File: config.mk
export PLATFORM = sky130hd
export DESIGN_NAME = fte_ctrl
export DESIGN_NICKNAME = d
export VERILOG_FILES = /design/src/rtl/core/fte_pkg.sv /design/src/rtl/core/fte_ctrl.sv
export VERILOG_INCLUDE_DIRS = /design/src /design/src/rtl/core
export SDC_FILE = /design/constraint.sdc
export NUM_CORES = 1
export LEC_CHECK = 0
export BUFFER_PORTS_ARGS = -buffer_cell sky130_fd_sc_hd__buf_2
export CORE_AREA = 2 2 39 41
export DETAILED_ROUTE_END_ITERATION = 6
export DIE_AREA = 0 0 41 43
export GPL_TIMING_DRIVEN = 0
export HOLD_SLACK_MARGIN = 0.06
export PLACE_DENSITY = 0.43
export SLEW_MARGIN = 25
export SYNTH_ARGS = -nofsm -noshare
export SYNTH_HDL_FRONTEND = slang
export SYNTH_SLANG_ARGS = --single-unit
File: constraint.sdc
create_clock -name clk -period 3.1 [get_ports clk]
set_clock_uncertainty 0.1 [all_clocks]
set_input_delay 0.62 -clock clk [delete_from_list [all_inputs] [get_ports clk]]
set_output_delay 0.62 -clock clk [all_outputs]
set_load 0.01 [all_outputs]
File: src/rtl/core/fat12_table_engine_assert.svh
// Assertion macros shared by the table engine modules.
// Each macro expects signals named clk and rst_n in the enclosing module.
`ifndef FAT12_TABLE_ENGINE_ASSERT_SVH
`define FAT12_TABLE_ENGINE_ASSERT_SVH

// The consequent must hold in the same cycle as the antecedent.
`define FTE_ASSERT_SAME(lbl, ante, cons, msg) \
  lbl: assert property (@(posedge clk) disable iff (!rst_n) (ante) |-> (cons)) \
    else $error(msg);

// The consequent must hold in the cycle after the antecedent.
`define FTE_ASSERT_NEXT(lbl, ante, cons, msg) \
  lbl: assert property (@(posedge clk) disable iff (!rst_n) (ante) |=> (cons)) \
    else $error(msg);

`endif

File: src/rtl/core/fte_pkg.sv
package fte_pkg;

  localparam int OPCODE_W = 2;
  localparam int INDEX_W  = 13;
  localparam int ENTRY_W  = 12;
  localparam int NUM_W    = 16;
  localparam int BYTE_W   = 8;
  localparam int WORD_W   = 2 * BYTE_W;

  localparam logic [ENTRY_W-1:0] EOC_RESET = 12'hFFF;
  localparam logic [ENTRY_W-1:0] ENTRY_MAX = 12'hFFF;

  typedef enum logic [OPCODE_W-1:0] {
    OP_LOAD  = 2'd0,
    OP_READ  = 2'd1,
    OP_WRITE = 2'd2,
    OP_CHAIN = 2'd3
  } fte_op_t;

  typedef struct packed {
    logic [OPCODE_W-1:0] opcode;
    logic [INDEX_W-1:0]  index;
    logic [ENTRY_W-1:0]  value;
    logic [NUM_W-1:0]    entry_number;
  } fte_in_t;

  typedef struct packed {
    logic [ENTRY_W-1:0] entry_value;
    logic               is_end;
  } fte_out_t;

  typedef enum logic [2:0] {
    ST_IDLE,
    ST_EXEC,
    ST_DIV,
    ST_CHK,
    ST_STEP_RD,
    ST_STEP_DATA,
    ST_DONE
  } fte_state_t;

  // Commands from the controller to the datapath.
  typedef struct packed {
    logic capture;    // take the input item, issue its first table read
    logic exec;       // finish load, read or write (table writes happen here)
    logic div_step;   // replace entry_number by its quotient by the sector size
    logic step_rd;    // issue the table read for one chain step
    logic step_data;  // take the entry of one chain step
    logic out_load;   // move the result into the output register
  } fte_cmd_t;

  // Status from the datapath to the controller.
  typedef struct packed {
    fte_op_t in_op;
    logic    chain_done;
    logic    out_busy;
  } fte_sts_t;

endpackage

File: src/rtl/core/fte_ctrl.sv
`include "fat12_table_engine_assert.svh"

module fte_ctrl
  import fte_pkg::*;
(
  input  logic     clk,
  input  logic     rst_n,
  input  logic     in_valid,
  output logic     in_ready,
  output fte_cmd_t cmd,
  input  fte_sts_t sts
);

  fte_state_t state_r, state_nxt;

  always_ff @(posedge clk) begin
    if (!rst_n) begin
      state_r <= ST_IDLE;
    end else begin
      state_r <= state_nxt;
    end
  end

  assign in_ready = (state_r == ST_IDLE);

  always_comb begin
    cmd       = '0;
    state_nxt = state_r;
    case (state_r)
      ST_IDLE: begin
        if (in_valid) begin
          cmd.capture = 1'b1;
          state_nxt   = (sts.in_op == OP_CHAIN) ? ST_DIV : ST_EXEC;
        end
      end
      ST_EXEC: begin
        cmd.exec = 1'b1;
        if (!sts.out_busy) begin
          cmd.out_load = 1'b1;
          state_nxt    = ST_IDLE;
        end else begin
          state_nxt = ST_DONE;
        end
      end
      ST_DIV: begin
        cmd.div_step = 1'b1;
        state_nxt    = ST_CHK;
      end
      ST_CHK: begin
        if (sts.chain_done) begin
          if (!sts.out_busy) begin
            cmd.out_load = 1'b1;
            state_nxt    = ST_IDLE;
          end else begin
            state_nxt = ST_DONE;
          end
        end else begin
          state_nxt = ST_STEP_RD;
        end
      end
      ST_STEP_RD: begin
        cmd.step_rd = 1'b1;
        state_nxt   = ST_STEP_DATA;
      end
      ST_STEP_DATA: begin
        cmd.step_data = 1'b1;
        state_nxt     = ST_CHK;
      end
      ST_DONE: begin
        if (!sts.out_busy) begin
          cmd.out_load = 1'b1;
          state_nxt    = ST_IDLE;
        end
      end
      default: begin
        state_nxt = ST_IDLE;
      end
    endcase
  end

  `FTE_ASSERT_SAME(a_no_overwrite, cmd.out_load, !sts.out_busy, "output overwritten")
  `FTE_ASSERT_NEXT(a_acc_busy, in_valid && in_ready, state_r != ST_IDLE, "idle after accept")

endmodule

==> flow_metrics.tcl <==
set metrics [dict create \
    grt_start_max_net_pins 11 \
    overall_die_width_um 41 \
    cts_setup_buffers 0 \
    overall_overflow_remaining_after_global_route 0 \
    post_synth_num_cell_types 20 \
    grt_pass1_wl_um 731 \
    cp_top_family "buffers and inverters" \
    root_buffer "sky130_fd_sc_hd__clkbuf_4" \
    status "finished, final reports clean" \
    ios 14 \
    count_of_unresolved_drc_violations_after_routing 0 \
    flip_flop_count_of_the_largest_register_after_layout 3 \
    post_synth_inst_count 30 \
    mostFrequentLayoutCell "sky130_fd_sc_hd__buf_2" \
    final.period_utilization_pct 62.1 \
    areaGrowthSynthToFinish_pct 45.9 \
    placer_s_final_routability_congestion_estimate 0.620 \
    route.detailed.vias_per_inst 4.21 \
    routed_wirelength_um 557 \
    first_global_vias 197 \
    buffers_on_ports 13 \
    core_region_area_um2 1380 \
    cp_cell_sequence "buf_2, nand2b_4, o22a_1, nor2_1, buf_2" \
    drive_above_1_share_pct 44.7 \
    crit_path_start_kind "flop" \
    post-dp-hpwl_um 436 \
    placement.setup.worst_slack_ps 1200 \
    insertedDiodeCount 0 \
    vias 265 \
    finalHoldViolCount 0 \
    cts_tree "done" \
    critical_path_buf_inv_count 2 \
    drt-pass1-iter-count 4 \
    top_register "state_r" \
    hold_class "reg -> reg" \
    post_cts_hold_buffer_count 0 \
    gr_util_all_layers_pct 6.62 \
    number_of_antenna_violations_at_the_first_check_in_global_routing 0 \
    clock_input_transition_at_the_sequential_cells_of_the_worst_setup_and_hold_paths_ps 30 \
    slew_violations 0 \
    layout.cells.most_common_list "sky130_fd_sc_hd__buf_2 (14), sky130_fd_sc_hd__nor3_1 (3), sky130_fd_sc_hd__nor2_1 (3), sky130_fd_sc_hd__clkbuf_4 (3), sky130_fd_sc_hd__dfxtp_1 (3)" \
    cts_resized 0 \
    worst_path_max_delay_cell "sky130_fd_sc_hd__dfxtp_1" \
    tritoncts_num_sinks 3 \
    max_freq_mhz 519 \
    worstPathMaxFanout 10 \
    shortest_period_the_worst_path_allows_ps 1930 \
    grt_setup_unrepaired "no" \
    synthesis.area_um2 243 \
    floorplan.initialDensity_pct 17.5 \
    synthesis.nets 37 \
    critPathArrivalTime_ps 1210 \
    filler_cell_count 164 \
    drv_cap 0 \
    setup_tns_ps 0 \
    clockBufferDepth 2 \
    crit_cells 5 \
    regs_by_ff_count "state_r (3)" \
    syn_avg_cell_area_um2 8.09 \
    tightestPinTransition_ps 196 \
    die-area_um2 1760 \
    clkLatencyLatePin_ps 230 \
    setup.worst_path.class "reg -> out" \
    seq_area_frac_synth_pct 24.7 \
    r2r_cells 5 \
    power-per-cell-area_nw_per_um2 493 \
    crit_path_end "cmd[0]" \
    timing.rr.end "state_r[1]" \
    routedWlPerCell_um 8.84 \
    nNetsFinal 55 \
    finalSetupViolations 0 \
    drt.antenna.violating_nets 0 \
    startpoint "state_r[0]" \
    crit_path_end_kind "output port" \
    drtIter0Drc 4 \
    ys_seq_elements 3 \
    slew_headroom_pct 86.9 \
    numCtsBuffers 3 \
    timing.reg2reg.setup_slack_ps 1880 \
    critical_path.reg2reg.startpoint "state_r[1]" \
    timing.final.ws_setup_ps 1170 \
    path_common_cell "sky130_fd_sc_hd__buf_2" \
    worst_path_largest_cell_delay_ps 290 \
    die_h_um 43 \
    irDropWorstVdd_v 0.000157 \
    rows 14 \
    leakagePower_nw 0.175 \
    cts_max_level 1 \
    critical_path_required_ps 2380 \
    yosys_warnings 0 \
]
## cells by family (layout without fill, tap and decap cells)
| kind of cell | after synthesis | count (layout) | synth area share [%] |
|---|---|---|---|
| simple gates | 16 | 16 | 41.7 |
| compound gates | 7 | 7 | 20.6 |
| buf+inv | 4 | 21 | 12.9 |
| flops | 3 | 3 | 24.7 |
## metrics by stage
stage                     total power [W]  cells  utilization (%)  instance area [um2]  hold slack [ps]
after CTS                        0.000180     63             25.6                  354              514
after global routing             0.000191     63             25.6                  354              513
final                            0.000175     63             25.6                  354              521
after global placement           0.000110     59             23.7                  328              518
after floorplan                 0.0000889     30                -                  243              485
after detailed placement         0.000109     59             23.7                  328              518
## worst min-delay path by stage
stage	start	end	slack (ps)	depth (start not counted)
3_5_place_dp	state_r[2]	state_r[0]	520	2
3_3_place_gp	state_r[2]	state_r[0]	520	2
5_1_grt	rst_n	state_r[2]	510	2
2_1_floorplan	state_r[2]	state_r[0]	490	2
6_report	state_r[2]	state_r[0]	520	2
4_1_cts	rst_n	state_r[2]	510	2
## synth_stat cells
cell type | instances | share of area (%)
sky130_fd_sc_hd__a21oi_1 | 1 | 2.1
sky130_fd_sc_hd__buf_6 | 2 | 9.3
sky130_fd_sc_hd__nand2_1 | 2 | 3.1
sky130_fd_sc_hd__o22ai_1 | 1 | 2.6
sky130_fd_sc_hd__and3_1 | 1 | 2.6
sky130_fd_sc_hd__nor2b_4 | 1 | 5.7
sky130_fd_sc_hd__a31oi_1 | 1 | 2.6
sky130_fd_sc_hd__o31a_1 | 1 | 3.6
sky130_fd_sc_hd__inv_1 | 1 | 1.5
sky130_fd_sc_hd__dfxtp_1 | 3 | 25
sky130_fd_sc_hd__nor2_1 | 3 | 4.6
sky130_fd_sc_hd__nor3_1 | 3 | 6.2
sky130_fd_sc_hd__nand2b_4 | 1 | 5.7
sky130_fd_sc_hd__o21ai_0 | 1 | 2.1
sky130_fd_sc_hd__o211a_1 | 1 | 4.1
sky130_fd_sc_hd__o22a_1 | 1 | 3.6
sky130_fd_sc_hd__buf_2 | 1 | 2.1
sky130_fd_sc_hd__and2_1 | 2 | 5.2
sky130_fd_sc_hd__nor3b_1 | 2 | 6.2
sky130_fd_sc_hd__nor2b_1 | 1 | 2.6
## metal layers
| metal | up-vias | track usage (%) | wire length [um] |
|---|---|---|---|
| li1 | 139 | - | - |
| met1 | 114 | 5.77 | 240 |
| met2 | 12 | 10.3 | 264 |
| met3 | 0 | 6.28 | 52 |
| met4 | 0 | 2.00 | 0 |
| met5 | - | 0 | 0 |
## worst register-to-register path, stage by stage (launching register included)
cell                      delay (ps)
sky130_fd_sc_hd__dfxtp_1         310
sky130_fd_sc_hd__buf_6           120
sky130_fd_sc_hd__nor2b_4         140
sky130_fd_sc_hd__o22a_1          160
sky130_fd_sc_hd__nor2b_1          50
sky130_fd_sc_hd__o31a_1          230
## layout make-up
class	instances	area, um2	area share (%)
clock buffers	4	26.3	7.42
repair buffers	13	65.1	18.4
multi-input cells	23	151	42.8
well taps	16	20.0	5.65
flip-flops and latches	3	60.1	17.0
inverters	1	3.75	1.06
plain buffers	3	27.5	7.77
## report_power, final
part	switching, W	total, W	leakage (nW)	internal [W]
logic	0.0000321	0.0000636	0.136	0.0000315
registers	0.00000127	0.0000444	0.0247	0.0000431
clock network	0.0000186	0.0000667	0.0150	0.0000481
total	0.0000519	0.000175	0.175	0.000123
(Power assumes the default switching activity.)
